### src/rtl/mtr_pkg.sv
package mtr_pkg;

	localparam int unsigned DW  = 32;
	localparam int unsigned FB  = 24;
	localparam int unsigned CW  = 2 * DW + 1;
	localparam int unsigned PW  = 3 * DW + 4;
	localparam int unsigned QB  = DW + 1;
	localparam int unsigned NW  = PW + FB + 2;
	localparam int unsigned RW  = PW + 1;
	localparam int unsigned DRW = PW - 2 * FB + 1;
	localparam int unsigned NT  = 9;
	localparam int unsigned NS  = QB + 7;

	typedef logic signed [DW-1:0]   sdw_t;
	typedef logic signed [2*DW-1:0] prod_t;
	typedef logic signed [CW-1:0]   cof_t;
	typedef logic signed [2*DW:0]   pp_t;
	typedef logic signed [PW-1:0]   wide_t;

	// product operand pairs; cofactor k = prod[2k] - prod[2k+1]
	// metric index: xx=0 xy=1 xz=2 yy=3 yz=4 zz=5
	localparam logic [2:0] PA [12] = '{3'd3, 3'd4, 3'd2, 3'd1, 3'd1, 3'd2,
		3'd0, 3'd2, 3'd1, 3'd0, 3'd0, 3'd1};
	localparam logic [2:0] PB [12] = '{3'd5, 3'd4, 3'd4, 3'd5, 3'd4, 3'd3,
		3'd5, 3'd2, 3'd2, 3'd4, 3'd3, 3'd1};
	// cofactor order: xx, xy, xz, yy, yz, zz; cofactor used by each term
	localparam logic [2:0] TC [NT] = '{3'd0, 3'd1, 3'd2, 3'd0, 3'd3, 3'd5,
		3'd1, 3'd2, 3'd4};

	typedef struct packed {
		logic          neg;
		logic          ovf;
		logic          sing;
		logic          dclip;
		logic [DW-1:0] dval;
	} side_t;

	typedef struct packed {
		logic [RW-1:0] r;
		logic [RW-1:0] d;
		logic [QB-1:0] nlo;
		logic [QB-1:0] q;
		side_t         sd;
	} div_word_t;

endpackage

### src/rtl/mtr_prep.sv
module mtr_prep import mtr_pkg::*; (
	input  logic      clk,
	input  logic      en,
	input  wide_t     det,
	input  wide_t     num,
	output div_word_t word
);

	logic          dneg;
	logic          nneg;
	logic [PW-1:0] dmag;
	logic [PW-1:0] nmag;
	logic [PW:0]   dsum;
	logic [DRW-1:0] dr;
	logic [DRW-1:0] lim;
	logic [DRW-1:0] drn;
	logic [NW-1:0] np;
	logic [RW-1:0] dp;
	logic [RW-1:0] r0;
	div_word_t     nxt;
	div_word_t     word_s6;

	always_comb begin
		dneg = det[PW-1];
		nneg = num[PW-1];
		dmag = dneg ? PW'(-det) : PW'(det);
		nmag = nneg ? PW'(-num) : PW'(num);
		dsum = {1'b0, dmag} + ((PW+1)'(1) << (2*FB-1));
		dr   = dsum[PW:2*FB];
		lim  = DRW'(1) << (DW-1);
		drn  = -dr;
		np   = (NW'(nmag) << (FB+1)) + NW'(dmag);
		dp   = {dmag, 1'b0};
		r0   = RW'(np[NW-1:QB]);

		nxt.r        = r0;
		nxt.d        = dp;
		nxt.nlo      = np[QB-1:0];
		nxt.q        = '0;
		nxt.sd.neg   = nneg ^ dneg;
		nxt.sd.ovf   = r0 >= dp;
		nxt.sd.sing  = det == '0;
		if (dneg) begin
			nxt.sd.dclip = dr > lim;
			nxt.sd.dval  = (dr > lim) ? lim[DW-1:0] : drn[DW-1:0];
		end else begin
			nxt.sd.dclip = dr >= lim;
			nxt.sd.dval  = (dr >= lim) ? DW'(lim - DRW'(1)) : dr[DW-1:0];
		end
	end

	always_ff @(posedge clk) begin
		if (en) begin
			word_s6 <= nxt;
		end
	end

	assign word = word_s6;

endmodule

### config.mk
export PLATFORM = sky130hd
export DESIGN_NAME = mtr_prep
export DESIGN_NICKNAME = d
export VERILOG_FILES = /design/src/rtl/mtr_pkg.sv /design/src/rtl/mtr_prep.sv
export SDC_FILE = /design/constraint.sdc
export NUM_CORES = 1
export LEC_CHECK = 0
export BUFFER_PORTS_ARGS = -buffer_cell sky130_fd_sc_hd__buf_4
export CORE_MARGIN = 2
export CORE_UTILIZATION = 30
export CTS_BUF_LIST = sky130_fd_sc_hd__clkbuf_2
export DETAILED_ROUTE_END_ITERATION = 8
export GPL_TIMING_DRIVEN = 1
export PLACE_DENSITY = 0.46
export REMOVE_ABC_BUFFERS = 1
export SETUP_SLACK_MARGIN = 0.15
export SYNTH_ARGS = -nofsm -noshare
export SYNTH_HDL_FRONTEND = slang
export SYNTH_SLANG_ARGS = --single-unit
### constraint.sdc
create_clock -name clk -period 12.2 [get_ports clk]
set_input_delay 2.44 -clock clk [delete_from_list [all_inputs] [get_ports clk]]
set_output_delay 2.44 -clock clk [all_outputs]
set_load 0.02 [all_outputs]
==> results.tsv <==
metric	value	unit
grt_pass1_vias	21630	
syn_area	0.02239	sq mm
start_util	30.17	%
hold_path.class	input port to register	
place_area	0.02741	sq mm
hold_violations	0	
cts_setup_buffers	0	
crit_required	12.97	ns
max_stage_delay	0.68	ns
worstMarginPinSlew	1.048	ns
wl	101400	um
crit_fanout	12	
pre_cts_slack	0.2128	ns
worstSetupEndpointType	register	
power_density	126.6	mW/mm^2
synth_flop_cell	edfxtp_1	
timing.fmax	90.50	MHz
cts.htree.levels	3	
dp_hpwl	83620	um
drive_gt1_share	25.89	%
fin_ws	1.150	ns
vias	22020	
crit_slowest_cell	or4_4	
setup_viol	0	
min_period	11.05	ns
fin_area	0.02810	sq mm
grt_max_degree	67	
synth_edf_count	237	
grt_setup_unrepaired	false	
syn-instance-count	2450	
ir_worst_vdd	0.00005342	V
grt-ovfl-total	0	
final_cell_mix	593 x buf_4, 237 x edfxtp_1, 227 x xnor2_1, 162 x nand2_1, 162 x ha_1	
gp_congestion	0.9407	
antenna_found_initial	25	
crit_arrival	11.83	ns
drtIter0Drc	1783	
grt_pass1_wl	145800	um
ctsResizeCount	0	
multi_input_area	0.01410	sq mm
die_w	277.2	um
dieArea	0.07682	sq mm
cts_max_path_buffers	3	
largest_register_ffs	237	
tns	0	ns
cap_violations	0	
numCtsBuffers	74	
clock_sinks	237	
via_per_inst	5.444	
critPathLaunchType	input port	
ctsHoldBuffers	0	
avgSynthCellArea	9.137	sq um
fin_nets	3377	
worstSetupPathType	input port to register	
dr.pass1.iters	7	
final_common_cell	buf_4	
synth_seq_cells	237	
clk_pin_slew	0.08	ns
async_flop_share	0	%
grt_usage	25.58	%
io_pins	506	
drc	0	
die_height	277.2	um
fp-row-count	100	
drtAntennaViolNets	0	
max-slew-margin-rel	30.14	%
coreArea	0.07420	sq mm
wl_per_cell	25.06	um
drv_slew	0	
cts_tree	done	
yosys_warnings	0	
synth.distinct_cells	103	
clockRootBuffer	clkbuf_2	
power.leakage	11.53	nW
port-buffer-count	463	
nFillCells	7699	
status	complete, no violations	
final_util	37.88	%
synth_seq_area_share	31.79	%
synthToLayoutAreaGrowth	25.54	%
fin_crit_sh	90.58	%
register_area	0.007117	sq mm
-- path summary, 6_finish.rpt --
check / start / end / slack [ns] / cells past startpoint
min: det[0] / word[69] / 1.62 / 1
max: det[1] / word[34] / 1.15 / 38
-- metrics by stage --
step	hold WS [ns]	power (mW)	cells
finish	1.623	3.559	4045
global placement	2.689	2.894	3905
detailed placement	2.690	2.903	3905
global route	1.576	3.783	4039
CTS	1.457	3.597	4028
floorplan	2.539	2.099	2341
-- cell families after synthesis --
group,share of synthesized area (%)
adders and majority gates,9.368
and+or+nand+nor,19.79
other,0.01675
muxes,0.2739
buffers and inverters,6.014
DFF,31.79
AOI/OAI and AO/OA,19.14
xor gates and xnor gates,13.60
-- cell usage after synthesis (67+ instances only) --
cell type,n,area (sq um)
edfxtp_1,237,7117
buf_4,70,525.5
nand3_1,72,360.4
a21o_1,86,645.6
a21oi_1,112,560.5
o21ai_0,134,670.6
inv_1,126,473.0
nor3_1,67,335.3
nor2_1,125,469.2
ha_1,162,2027
xnor2_1,227,1988
nand2_1,162,608.1
xor2_1,107,937.2
-- layout make-up --
cell class | instances | share of cell area (%)
flip-flops and latches | 237 | 25.32
clock buffers | 98 | 1.745
inverters | 130 | 1.736
well taps | 969 | 4.314
multi-input cells | 1974 | 50.18
clock inverters | 25 | 0.5833
diodes | 17 | 0.1514
repair buffers | 595 | 15.97
-- routing by layer --
metal  GRT usage (%)  up-vias  part of all wire [%]
met2           43.16      914                    48
li1                -    10240                     -
met4           8.946       22                   3.0
met1           32.00    10680                    42
met5               0        -                  0.13
met3           5.779      158                   7.7
-- worst max-delay path, delay by kind of cell --
kind	cells	cell delay, ns
AND/OR/NAND/NOR	11	3.77
XOR/XNOR	2	0.52
adder cells (fa/ha/maj)	4	1.29
buffers and inverters	5	0.72
AO/OA/AOI/OAI	16	3.07
-- where the power goes --
part           switching (mW)  total (mW)  internal [mW]
clock                   0.404       0.666          0.262
sequential             0.0634        1.13           1.07
combinational            1.06        1.76          0.701
total                    1.53        3.56           2.03
No activity file was read; power rests on OpenSTA's default activity.
