### src/rtl/mtr_pkg.sv
package mtr_pkg;

	localparam int unsigned DW  = 32;
	localparam int unsigned FB  = 24;
	localparam int unsigned CW  = 2 * DW + 1;
	localparam int unsigned PW  = 3 * DW + 4;
	localparam int unsigned QB  = DW + 1;
	localparam int unsigned NW  = PW + FB + 2;
	localparam int unsigned RW  = PW + 1;
	localparam int unsigned DRW = PW - 2 * FB + 1;
	localparam int unsigned NT  = 9;
	localparam int unsigned NS  = QB + 7;

	typedef logic signed [DW-1:0]   sdw_t;
	typedef logic signed [2*DW-1:0] prod_t;
	typedef logic signed [CW-1:0]   cof_t;
	typedef logic signed [2*DW:0]   pp_t;
	typedef logic signed [PW-1:0]   wide_t;

	// product operand pairs; cofactor k = prod[2k] - prod[2k+1]
	// metric index: xx=0 xy=1 xz=2 yy=3 yz=4 zz=5
	localparam logic [2:0] PA [12] = '{3'd3, 3'd4, 3'd2, 3'd1, 3'd1, 3'd2,
		3'd0, 3'd2, 3'd1, 3'd0, 3'd0, 3'd1};
	localparam logic [2:0] PB [12] = '{3'd5, 3'd4, 3'd4, 3'd5, 3'd4, 3'd3,
		3'd5, 3'd2, 3'd2, 3'd4, 3'd3, 3'd1};
	// cofactor order: xx, xy, xz, yy, yz, zz; cofactor used by each term
	localparam logic [2:0] TC [NT] = '{3'd0, 3'd1, 3'd2, 3'd0, 3'd3, 3'd5,
		3'd1, 3'd2, 3'd4};

	typedef struct packed {
		logic          neg;
		logic          ovf;
		logic          sing;
		logic          dclip;
		logic [DW-1:0] dval;
	} side_t;

	typedef struct packed {
		logic [RW-1:0] r;
		logic [RW-1:0] d;
		logic [QB-1:0] nlo;
		logic [QB-1:0] q;
		side_t         sd;
	} div_word_t;

endpackage

### src/rtl/mtr_div_step.sv
module mtr_div_step import mtr_pkg::*; (
	input  logic      clk,
	input  logic      en,
	input  div_word_t din,
	output div_word_t dout
);

	logic [RW:0] r2;
	logic [RW:0] diff;
	logic        ge;
	div_word_t   nxt;
	div_word_t   word_q;

	always_comb begin
		r2   = {din.r, din.nlo[QB-1]};
		diff = r2 - {1'b0, din.d};
		ge   = r2 >= {1'b0, din.d};
		nxt     = din;
		nxt.r   = ge ? diff[RW-1:0] : r2[RW-1:0];
		nxt.nlo = {din.nlo[QB-2:0], 1'b0};
		nxt.q   = {din.q[QB-2:0], ge};
	end

	always_ff @(posedge clk) begin
		if (en) begin
			word_q <= nxt;
		end
	end

	assign dout = word_q;

endmodule

### config.mk
export PLATFORM = sky130hd
export DESIGN_NAME = mtr_div_step
export DESIGN_NICKNAME = d
export VERILOG_FILES = /design/src/rtl/mtr_pkg.sv /design/src/rtl/mtr_div_step.sv
export SDC_FILE = /design/constraint.sdc
export NUM_CORES = 1
export LEC_CHECK = 0
export BUFFER_PORTS_ARGS = -buffer_cell sky130_fd_sc_hd__buf_2
export CAP_MARGIN = 10
export CORE_AREA = 5 5 234 236
export DETAILED_ROUTE_END_ITERATION = 7
export DIE_AREA = 0 0 239 241
export HOLD_SLACK_MARGIN = 0.02
export PLACE_DENSITY = 0.53
export SLEW_MARGIN = 10
export SYNTH_ARGS = -nofsm -noshare
export SYNTH_HDL_FRONTEND = slang
export SYNTH_SLANG_ARGS = --single-unit
### constraint.sdc
create_clock -name clk -period 4.2 [get_ports clk]
set_input_delay 0.63 -clock clk [delete_from_list [all_inputs] [get_ports clk]]
set_output_delay 0.63 -clock clk [all_outputs]
set_load 0.05 [all_outputs]
==> impl_summary.md <==
Power and ir drop
The analysis attributes to cell leakage a power of 10.22 nW. VDD sags by at most 0.3327 mV. Dividing total power by cell area gives a power density of 442.5 nW/µm². The total chip power is 10.22 mW.

Global routing
The initial antenna violation count is 18. The first global-routing pass estimated 98020 µm of wire. The number of global-route vias before repair came to 15530.

Global routing used 22.19% of the available tracks across all layers. The residual overflow from global routing is 0. The maximum number of pins on one net before global-route repair is 91.

Logic synthesis
The synthesized area per cell is 10.35 µm². Synthesis inferred 303 register bits. After synthesis, the share of flip-flops with an asynchronous set or reset is 0%.

The synthesized design contains 303 enable-type register cells. The number of synthesis warnings is 0. The number of nets in the synthesized netlist is 2088. The number of distinct library cells after synthesis is 68. Among all flip-flop cells after synthesis, the most frequent one is edfxtp_1. After synthesis, flip-flops and latches occupy 52.32% of the total area. The gate count after technology mapping is 1680. Summing every instance area after synthesis gives 17390 µm².

Critical path
The cell count along the critical path is 16. At the worst endpoint, the arrival time is 4.42 ns. In this design, the critical path's most frequently occurring cell is buf_4. The largest individual stage delay along the critical path comes from the cell a311oi_1.

The signal on the critical path passes through buf_2 > inv_1 > ha_1 > nand4_1 > or2_0 > a2111o_1 > a311oi_1 > buf_4 > o2111ai_1 > buf_4 > a31o_1 > and2_1 > o31ai_4 > buf_4 > buf_12 > mux2_2. Among cell families on the critical path, the largest total delay comes from compound AO/OA/AOI/OAI gates. By startpoint and endpoint, the worst setup path is classified as input port to flip-flop. The element type at the critical path start is an input port. STA puts the critical path data required time at 4.49 ns. Of all nets on the critical path, the largest fanout is 29.

The largest stage delay on the critical path is 0.63 ns. The kind of end point of the critical path is a flip-flop. The critical path contains buffers and inverters numbering 6 combined.

Hold path
Counting instances, the worst hold path has a depth of 1. The tightest min-delay check is of the input port to flip-flop type.

STA
Setup repair after global routing left no endpoint under its margin. The share of the clock period used by the worst path after layout is 98.29%. In this run the tightest slew margin relative to its limit is 45.49%.

The slew of the pin with the lowest slew margin is 0.8176 ns. The minimum clock period is 4.128 ns. The maximum operating frequency is 242.2 MHz. The worst hold margin is 0.2549 ns. Once routing completed, OpenROAD measured the worst setup slack at 0.07167 ns.

The final number of max-transition violations is 0. In the final timing run, aggregate negative setup slack is 0 ns. The total setup violations reported at the end of the flow is 0. The number of failing hold endpoints at the final stage is 0.

Floorplanning
After floorplanning, the core was sized to cover 52240 µm². The area enclosed by the die boundary is 57600 µm². 610 I/O pins were placed. The die span in x is 239 µm. The die extent in y is 241 µm. Once the floorplan was initialized, standard cells occupied 33.30% of the core. After floorplanning, the core was divided into 84 placement rows.

Routing
After detailed routing, the number of remaining DRC violations is 0. Wires add up to 68290 µm. The first-pass iteration count of the detailed router is 5. Dividing the detail-routed via count by the number of cells gives 5.074. Across all layers, the routed design uses 15670 vias. In this run the remaining antenna-violating nets after routing total 0. The number of DRC markers in iteration 0 is 1065.

The average wire per standard cell is 22.11 µm.

Finish
Leaving out fill and tap cells, the most frequent cells in the layout are 606 x buf_2, 303 x edfxtp_1, 226 x a21oi_1. For this run, the post-layout net count is 2780. The flip-flop count of the largest register after layout is 303. The fraction of final layout cells with drive strength greater than 1 is 33.75%. The area used by sequential logic in the layout is 9099 µm². Leaving out fill and tap cells, the most frequent cell in the layout is buf_2. The final cell area excluding filler cells is 23100 µm². The area of the multi-input gates is 7436 µm². The area added between synthesis and finish is 32.83%.

The filler cells instantiated in the layout total 5163. The utilization of the core after routing is 44.22%. The final standard cell count with taps included and fillers excluded is 3089.

Place
The detailed placer's ending HPWL is 56690 µm. The final estimated routing congestion in global placement is 0.9093. The worst setup slack before clock tree synthesis is -0.3331 ns.

The post-placement cell count is 3022. After detailed placement, the total cell area comes to 21970 µm². The number of port buffers is 607.

Clocking
The post-CTS setup buffer count is 0. The number of sinks handled by clock tree synthesis is 303. The CTS tree is built. The buffer cell driving the clock tree root is clkbuf_16. After clock tree synthesis, the clock-pin slew on the worst setup and hold paths is 0.07 ns. In this run, post-CTS repair resized a total of 0 instances. The H-tree level count is 2. The number of hold buffers added after CTS is 0. The number of clock buffers added by TritonCTS is 36.

In this run the deepest clock path goes through 3 buffers.

Run status
The run finished with clean final reports.

Run
The tool flagged a number of max-cap violations equal to 0.
worst paths after layout:
kind,start,slack (ns),to
worst min-delay path,din[75],0.25,dout[76]
worst max-delay path,din[127],0.07,dout[290]
power by group:
part	switching, mW	internal, mW
clock	1.31	1.75
sequential	0.0795	3.73
combinational	2.38	0.977
cell families (layout without fill, tap and decap cells):
family / after synthesis / after routing / synth area share (%)
simple gates: 454 / 454 / 11.98
mux: 16 / 16 / 1.036
xor+xnor: 96 / 96 / 4.835
other cells: 1 / 2 / 0.02156
compound gates: 493 / 493 / 17.50
flops: 303 / 303 / 52.32
buf+inv: 215 / 935 / 4.928
fa+ha+maj: 102 / 102 / 7.381
per-layer routing:
layer,global-route usage (%),routed length (µm),vias to the layer above
li1,-,-,7549
met4,4.427,1298,10
met1,28.33,28640,7477
met5,0,53,-
met3,5.211,4834,95
met2,38.88,33460,542
cell usage after synthesis, types with 7 or more instances:
cell	n	area share, %
o21a_1	12	0.52
and2_1	7	0.25
a21o_1	39	1.7
o21ai_0	70	2.0
o21bai_1	29	1.3
a21boi_0	9	0.39
mux2_2	11	0.71
buf_4	7	0.30
xnor2_1	57	2.9
nor4_1	8	0.29
edfxtp_1	303	52
nor2b_1	12	0.43
and3_1	7	0.25
o211ai_1	13	0.56
nor2_1	172	3.7
nand2_1	115	2.5
o31ai_1	11	0.47
ha_1	101	7.3
clkbuf_1	55	1.2
xor2_1	39	2.0
inv_1	134	2.9
or3_1	10	0.36
a21oi_1	226	6.5
nand2b_1	15	0.54
nor3_1	23	0.66
a31oi_1	15	0.54
nand3_1	25	0.72
a211oi_1	12	0.52
buf_2	19	0.55
nand4_1	49	1.8
layout make-up:
cell class	instances	area share (%)
antenna	1	0.01083
sequential	303	39.39
multi-input combinational	1162	32.19
tap	688	3.726
inverter	134	2.177
clock buffer	44	4.122
timing repair buffer	735	17.62
clock inverter	22	0.7637
Note: power is estimated with default switching activity, not from simulation.
