`src/rtl/mtr_pkg.sv`:
```
package mtr_pkg;

	localparam int unsigned DW  = 32;
	localparam int unsigned FB  = 24;
	localparam int unsigned CW  = 2 * DW + 1;
	localparam int unsigned PW  = 3 * DW + 4;
	localparam int unsigned QB  = DW + 1;
	localparam int unsigned NW  = PW + FB + 2;
	localparam int unsigned RW  = PW + 1;
	localparam int unsigned DRW = PW - 2 * FB + 1;
	localparam int unsigned NT  = 9;
	localparam int unsigned NS  = QB + 7;

	typedef logic signed [DW-1:0]   sdw_t;
	typedef logic signed [2*DW-1:0] prod_t;
	typedef logic signed [CW-1:0]   cof_t;
	typedef logic signed [2*DW:0]   pp_t;
	typedef logic signed [PW-1:0]   wide_t;

	// product operand pairs; cofactor k = prod[2k] - prod[2k+1]
	// metric index: xx=0 xy=1 xz=2 yy=3 yz=4 zz=5
	localparam logic [2:0] PA [12] = '{3'd3, 3'd4, 3'd2, 3'd1, 3'd1, 3'd2,
		3'd0, 3'd2, 3'd1, 3'd0, 3'd0, 3'd1};
	localparam logic [2:0] PB [12] = '{3'd5, 3'd4, 3'd4, 3'd5, 3'd4, 3'd3,
		3'd5, 3'd2, 3'd2, 3'd4, 3'd3, 3'd1};
	// cofactor order: xx, xy, xz, yy, yz, zz; cofactor used by each term
	localparam logic [2:0] TC [NT] = '{3'd0, 3'd1, 3'd2, 3'd0, 3'd3, 3'd5,
		3'd1, 3'd2, 3'd4};

	typedef struct packed {
		logic          neg;
		logic          ovf;
		logic          sing;
		logic          dclip;
		logic [DW-1:0] dval;
	} side_t;

	typedef struct packed {
		logic [RW-1:0] r;
		logic [RW-1:0] d;
		logic [QB-1:0] nlo;
		logic [QB-1:0] q;
		side_t         sd;
	} div_word_t;

endpackage

```
`src/rtl/mtr_post.sv`:
```
module mtr_post import mtr_pkg::*; (
	input  logic          clk,
	input  logic          en,
	input  div_word_t     din,
	output logic [DW-1:0] trace_out,
	output logic [DW-1:0] determinant,
	output logic          singular,
	output logic          clipped
);

	logic [QB-1:0] lim;
	logic [QB-1:0] qn;
	logic [DW-1:0] tr;
	logic          tclip;
	logic [DW-1:0] trace_q;
	logic [DW-1:0] det_q;
	logic          sing_q;
	logic          clip_q;

	always_comb begin
		lim = QB'(1) << (DW-1);
		qn  = -din.q;
		if (din.sd.neg) begin
			tclip = din.sd.ovf || (din.q > lim);
			tr    = tclip ? lim[DW-1:0] : qn[DW-1:0];
		end else begin
			tclip = din.sd.ovf || (din.q >= lim);
			tr    = tclip ? DW'(lim - QB'(1)) : din.q[DW-1:0];
		end
	end

	always_ff @(posedge clk) begin
		if (en) begin
			if (din.sd.sing) begin
				trace_q <= '0;
				det_q   <= '0;
				sing_q  <= 1'b1;
				clip_q  <= 1'b0;
			end else begin
				trace_q <= tr;
				det_q   <= din.sd.dval;
				sing_q  <= 1'b0;
				clip_q  <= tclip | din.sd.dclip;
			end
		end
	end

	assign trace_out   = trace_q;
	assign determinant = det_q;
	assign singular    = sing_q;
	assign clipped     = clip_q;

endmodule

```
`config.mk`:
```
export PLATFORM = sky130hd
export DESIGN_NAME = mtr_post
export DESIGN_NICKNAME = d
export VERILOG_FILES = /design/src/rtl/mtr_pkg.sv /design/src/rtl/mtr_post.sv
export SDC_FILE = /design/constraint.sdc
export NUM_CORES = 1
export LEC_CHECK = 0
export BUFFER_PORTS_ARGS = -buffer_cell sky130_fd_sc_hd__buf_2
export CORE_AREA = 2 2 144 146
export CTS_BUF_LIST = sky130_fd_sc_hd__clkbuf_2 sky130_fd_sc_hd__clkbuf_4 sky130_fd_sc_hd__clkbuf_8
export CTS_CLUSTER_SIZE = 20
export DETAILED_ROUTE_END_ITERATION = 12
export DIE_AREA = 0 0 146 148
export SKIP_LAST_GASP = 1
export SLEW_MARGIN = 10
export SYNTH_ARGS = -nofsm -noshare
export SYNTH_HDL_FRONTEND = slang
export SYNTH_SLANG_ARGS = --single-unit
```
`constraint.sdc`:
```
create_clock -name clk -period 7.1 [get_ports clk]
set_clock_uncertainty 0.15 [all_clocks]
set_input_delay 0.355 -clock clk [delete_from_list [all_inputs] [get_ports clk]]
set_output_delay 0.355 -clock clk [all_outputs]
set_load 0.005 [all_outputs]
```
==> results.ini, run 1 <==
[min_path]
hold_path.class=primary input to register
min_path_cells=2

[placement]
dp_hpwl_microns=7770
numPortBuffers=136
gp_congestion=0.754

[detailed_routing]
via_per_inst=4.21
vias=2984
routedWlPerCell_microns=15.2
drt_iter0_markers=201
post-route-drc-count=0
dr.pass1.iters=4
drtAntennaViolNets=0
wl_microns=10800

[clocking]
hold_buffers=0
cts_buffers=9
postCtsSetupBuffers=0
htree_levels=3
cts_root_buf=clkbuf_8
cts.path.max_buffers=2
cts_tree=done
cts.clk_slew.worst_paths_ns=0.09
cts.sinks=66
cts.repair.resized=0

[sta]
worst_slew_margin_rel_pct=36.9
hold_slack_ns=0.131
slew_violations=0
period_needed_ns=3.23
rsz0062_at_grt=no
fmax_ghz=0.309
hold_viol_final=0
worst_pin_slew_ns=0.939
setup_tns_ns=0
finalCritPeriodShare_pct=45.6
setup_viol=0

[synthesis]
synth_commonest_cells=edfxtp_1, nor2b_1, a21oi_1
syn_inst=299
ys.flop_type=edfxtp_1
syn_nets=606
netlist.area_leader.share_pct=58.6
yosysMostFrequentCell=edfxtp_1
yosysSeqAreaShare_pct=58.6
syn_avg_cell_area_sq_um=11.3
synth_area_leaders=edfxtp_1, nor2b_1, a21oi_1, a311oi_2, nor2_1
synthArstFlopShare_pct=0
synthDistinctLibCells=43
synth_warnings=0
syn_area_sq_um=3380
ys_ff_latch=66
synth.largest_area_cell=edfxtp_1
synth_edf_count=66

[floorplanning]
core_sq_um=20000
dieHeight_microns=148
die_w_microns=146
io_pins=372
start_util_pct=16.9
die-area_sq_um=21600
num_rows=52

[setup_path]
worstSetupPathType=primary input to register
cp_max_fo=25
max_stage_delay_ns=0.87
setup.worst_path.start_class=primary input
cpMaxStageDelayCell=nor4_4
endpoint_kind=register
path_cells=buf_2 > inv_1 > ha_1 > or3b_2 > nor4_4 > nand3_2 > a31o_2 > a311oi_1
crit_arrival_ns=3.24
cp.required_ns=7.10

[global_route]
overflow=0
antenna_found_initial=2
grt_max_degree=48
grtUsageTotal_pct=9.93
grt_pass1_vias=2770
grt_pass1_wl_microns=16300

[power]
p_sw_share_pct=26.6
clkPwrFrac_pct=35.4
p_comb_share_pct=13.5
power.switching_uw=245
power_density_nw_per_um2=203
internal_power_uw=678
p_leak_uw=0.00165
seqPwrFrac_pct=51.2
ir_drop_mv=0.0751

[cells_and_area]
nNetsFinal=739
nFillCells=2217
synthToLayoutAreaGrowth_pct=34.4
drive_gt1_share_pct=39.1

[run]
maxCapViolations=0

[status]
status=finished clean

[stage by stage]
stage          power, uW  area, sq um  util (%)  setup WS (ns)  instances
6_report             924         4540      22.7           3.87        708
5_1_grt              967         4540      22.7           3.62        707
4_1_cts              942         4540      22.7           3.80        707
3_5_place_dp         607         4350      21.7           3.41        691
3_3_place_gp         606         4350      21.7           3.44        691
2_1_floorplan        527         3380         -           4.54        299
[routing by layer]
metal | vias to the layer above | part of all wire [%] | global-route usage [%] | wire, microns
li1 | 1426 | - | - | -
met1 | 1385 | 46 | 13.2 | 4950
met2 | 159 | 41 | 13.7 | 4400
met3 | 12 | 12 | 5.31 | 1290
met4 | 2 | 1.1 | 3.20 | 121
met5 | - | 0.12 | 0 | 13
[critical path: cells and delay by family]
family | cells | cell delay (ns)
compound gates | 2 | 0.91
fa+ha+maj | 1 | 0.20
buf+inv | 2 | 0.19
simple gates | 3 | 1.56
[power by group through the flow]
stage	clock (uW)	sequential, uW	combinational (uW)
final	327	473	125
after detailed placement	0	482	125
after global routing	353	476	139
after CTS	343	473	126
after global placement	0	481	125
after floorplan	0	486	41.5
[cell usage in the layout, fill, tap and decap left out, types with 2 or more instances in the layout]
master    netlist  layout
o21ai_1         6       6
nor2_1         25      25
nand4_1         5       5
and3_1          3       3
o21ai_0         7       7
or3_1           5       5
a21oi_1        30      30
inv_6           0       2
a311oi_1        4       4
nor2b_1        33      33
a311oi_2        7       7
o22ai_1         7       7
edfxtp_1       66      66
nor3_1          9       9
clkinv_1        1       3
inv_1           2       2
or4_1           8       8
a31oi_1         2       2
nand2_1        17      17
clkbuf_8        0       9
nand3_1        14      14
buf_4           0       4
a211oi_2        5       5
nor4_1          7       7
buf_2           3     136
[sequential cells by signal, summed over array words and instances (netlist names)]
name         count
clipped          1
singular         1
determinant     32
trace_out       32
[cells by family (layout without fill, tap and decap cells)]
logic type      Yosys count  in the layout  share of synthesized area (%)
simple gates            134            134                           22.0
compound gates           76             76                           16.0
flops                    66             66                           58.6
buf+inv                  21            159                           2.67
fa+ha+maj                 1              1                          0.370
mux                       1              1                          0.296
other cells               0              1                              0
[final timing paths]
check                    from               to  slack [ns]
worst max-delay path  din[36]    trace_out[13]        3.87
worst min-delay path  din[17]  determinant[17]        0.13
[final cells by class]
type	instances	area, sq um	share of cell area (%)
inverters	3	11.3	0.248
flip-flops and latches	66	1980	43.6
diodes	1	2.50	0.0551
multi-input cells	212	1310	28.8
well taps	270	338	7.44
clock buffers	9	124	2.73
repair buffers	140	711	15.6
clock inverters	7	67.6	1.49
Note: power is estimated with default switching activity, not from simulation.
==> run 2: changes to the inputs <==
==> constraint.sdc (replaced) <==
create_clock -name clk -period 2.85 [get_ports clk]
set_clock_uncertainty 0.15 [all_clocks]
set_input_delay 0.1425 -clock clk [delete_from_list [all_inputs] [get_ports clk]]
set_output_delay 0.1425 -clock clk [all_outputs]
set_load 0.005 [all_outputs]
==> run 2 against run 1 <==
Against the previous run:
- global-route usage rose by 0.71 points
- utilization up 3.3 points
- power increased to 2.6 times the previous value
- wire length is 5.3% higher
- hold slack worse by 0.092 ns
- non-clock buffer count is 69 higher
==> results.ini, run 2 (synthesis results as in run 1) <==
[sta]
rsz0062_at_grt=no  ; unchanged
hold_viol_final=0  ; unchanged
setup_tns_ns=0  ; unchanged
fmax_ghz=0.357
setup_viol=0  ; unchanged
worst_pin_slew_ns=0.663  ; was 0.939 ns
finalCritPeriodShare_pct=98.2
period_needed_ns=2.80
slew_violations=0  ; unchanged
worst_slew_margin_rel_pct=55.7  ; was 36.9%

[global_route]
grt_pass1_vias=3124  ; was 2770
grt_max_degree=32  ; was 48
antenna_found_initial=3  ; was 2
overflow=0  ; unchanged
grtUsageTotal_pct=10.6  ; was 9.93%
grt_pass1_wl_microns=17600  ; was 16300 microns

[cells_and_area]
final_cell_mix=buf_2, edfxtp_1, dlygate4sd3_1  ; was buf_2, edfxtp_1, nor2b_1
mostFrequentLayoutCell=buf_2  ; unchanged
utilization_pct=26.0  ; was 22.7%
synthToLayoutAreaGrowth_pct=53.9  ; was 34.4%
nNetsFinal=808  ; was 739
postLayoutCellArea_sq_um=5200  ; was 4540 sq um
stdcell_count=778  ; was 708
drive_gt1_share_pct=37.5  ; was 39.1%

[clocking]
cts.sinks=66  ; unchanged
cts_tree=done  ; unchanged
cts.clk_slew.worst_paths_ns=0.08  ; was 0.09 ns
cts_root_buf=clkbuf_8  ; unchanged
cts_buffers=9  ; unchanged
cts.path.max_buffers=2  ; unchanged
htree_levels=3  ; unchanged

[power]
power_density_nw_per_um2=455  ; was 203 nW/um^2
p_leak_uw=0.00195  ; was 0.00165 uW
clkPwrFrac_pct=34.2  ; was 35.4%
p_sw_share_pct=26.2  ; was 26.6%
seqPwrFrac_pct=49.8  ; was 51.2%
internal_power_uw=1750  ; was 678 uW
ir_drop_mv=0.241  ; was 0.0751 mV
p_comb_share_pct=16.0  ; was 13.5%
power.switching_uw=619  ; was 245 uW

[floorplanning]
io_pins=372  ; unchanged
die-area_sq_um=21600  ; unchanged
core_sq_um=20000  ; unchanged
num_rows=52  ; unchanged
die_w_microns=146  ; unchanged
start_util_pct=16.9  ; unchanged
dieHeight_microns=148  ; unchanged

[setup_path]
cpMostUsedCell=dlygate4sd3_1
path_cells=dlygate4sd3_1 > buf_2 > or4_1 > nor4bb_1 > buf_4 > nand3_2 > a21o_4 > o21ai_1 > dlygate4sd3_1  ; was buf_2 > inv_1 > ha_1 > or3b_2 > nor4_4 > nand3_2 > a31o_2 > a311oi_1
cpMaxStageDelayCell=or4_1  ; was nor4_4
cp_max_fo=5  ; was 25
crit_cells=9  ; was 8
worst_path_dominant_cell_family=buffers and inverters  ; was simple AND/OR/NAND/NOR gates
endpoint_kind=register  ; unchanged
cp.required_ns=2.93  ; was 7.10 ns
worstSetupPathType=primary input to register  ; unchanged
crit_buf_inv=4  ; was 2
max_stage_delay_ns=0.55  ; was 0.87 ns
setup.worst_path.start_class=primary input  ; unchanged
crit_arrival_ns=2.88  ; was 3.24 ns

[min_path]
min_from=din[53]  ; was din[17]
min_path_cells=3  ; was 2
min_to=trace_out[17]  ; was determinant[17]
hold_path.class=primary input to register  ; unchanged

[placement]
dpl_cell_area_sq_um=4460  ; was 4350 sq um
dp_hpwl_microns=8050  ; was 7770 microns
gp_congestion=0.818  ; was 0.754
numPortBuffers=136  ; unchanged
place_inst=706  ; was 691

[detailed_routing]
drtAntennaViolNets=0  ; unchanged
post-route-drc-count=0  ; unchanged
routedWlPerCell_microns=14.6  ; was 15.2 microns
wl_microns=11300  ; was 10800 microns
vias=3229  ; was 2984
drt_iter0_markers=123  ; was 201
via_per_inst=4.15  ; was 4.21
dr.pass1.iters=4  ; unchanged

[run]
maxCapViolations=0  ; unchanged

[status]
status=finished clean  ; unchanged

[run 2: cell count changes in the layout (fill, tap and decap cells not counted), sizes merged]
cell	delta
diode	+1
inv	-1
buf	+17
dlygate4sd3	+52
clkinv	+1
[run 2: through the flow]
step	setup slack, ns	power, uW	hold slack (ns)
after floorplan	0.498	1310	0.0914
after global placement	0.117	1520	0.291
after detailed placement	0.128	1520	0.288
after CTS	0.0458	2410	0.000307
after global routing	0.00107	2490	0.0163
final	0.0513	2370	0.0392
[run 2: how the worst max path moves through the flow]
stage | from | to | slack [ns]
after floorplan | din[36] | trace_out[25] | 0.50
after global placement | din[36] | trace_out[14] | 0.12
after detailed placement | din[36] | trace_out[26] | 0.13
after CTS | din[58] | trace_out[0] | 0.05
after global routing | din[58] | trace_out[0] | 0.001
final | din[58] | trace_out[0] | 0.05
[run 2: cell type report]
| cell class | instances | area, sq um |
|---|---|---|
| Tap cell | 270 | 338 |
| Clock buffer | 9 | 124 |
| Timing Repair Buffer | 209 | 1360 |
| Clock inverter | 7 | 68.8 |
| Sequential cell | 66 | 1980 |
| Multi-Input combinational cell | 212 | 1320 |
| Fill cell | 2169 | 14800 |
| Antenna cell | 2 | 5.00 |
| Inverter | 3 | 11.3 |
[run 2: power groups by stage]
stage | clock network, uW | registers, uW | logic (uW)
4_1_cts | 851 | 1180 | 382
3_3_place_gp | 0 | 1200 | 323
2_1_floorplan | 0 | 1210 | 103
3_5_place_dp | 0 | 1200 | 325
5_1_grt | 881 | 1190 | 421
6_report | 809 | 1180 | 379
[run 2: tightest hold or removal path, stage by stage]
cell and delay [ns]:
buf_2 0.13, nand2_1 0.06, a21oi_1 0.06
[run 2: routing by layer]
metal	track usage [%]	share of wire, %	wire length (microns)
met5	0	0.14	16
met2	16.0	44	5040
met4	2.82	0.90	102
met3	4.91	10	1150
met1	13.8	44	5020
[run 2: timing repair]
action	4_1_cts	5_1_grt
gates resized for setup	0	2
hold endpoints to repair	51	0
hold buffers	52	0
setup buffers	0	2
endpoints found under the setup margin	0	1
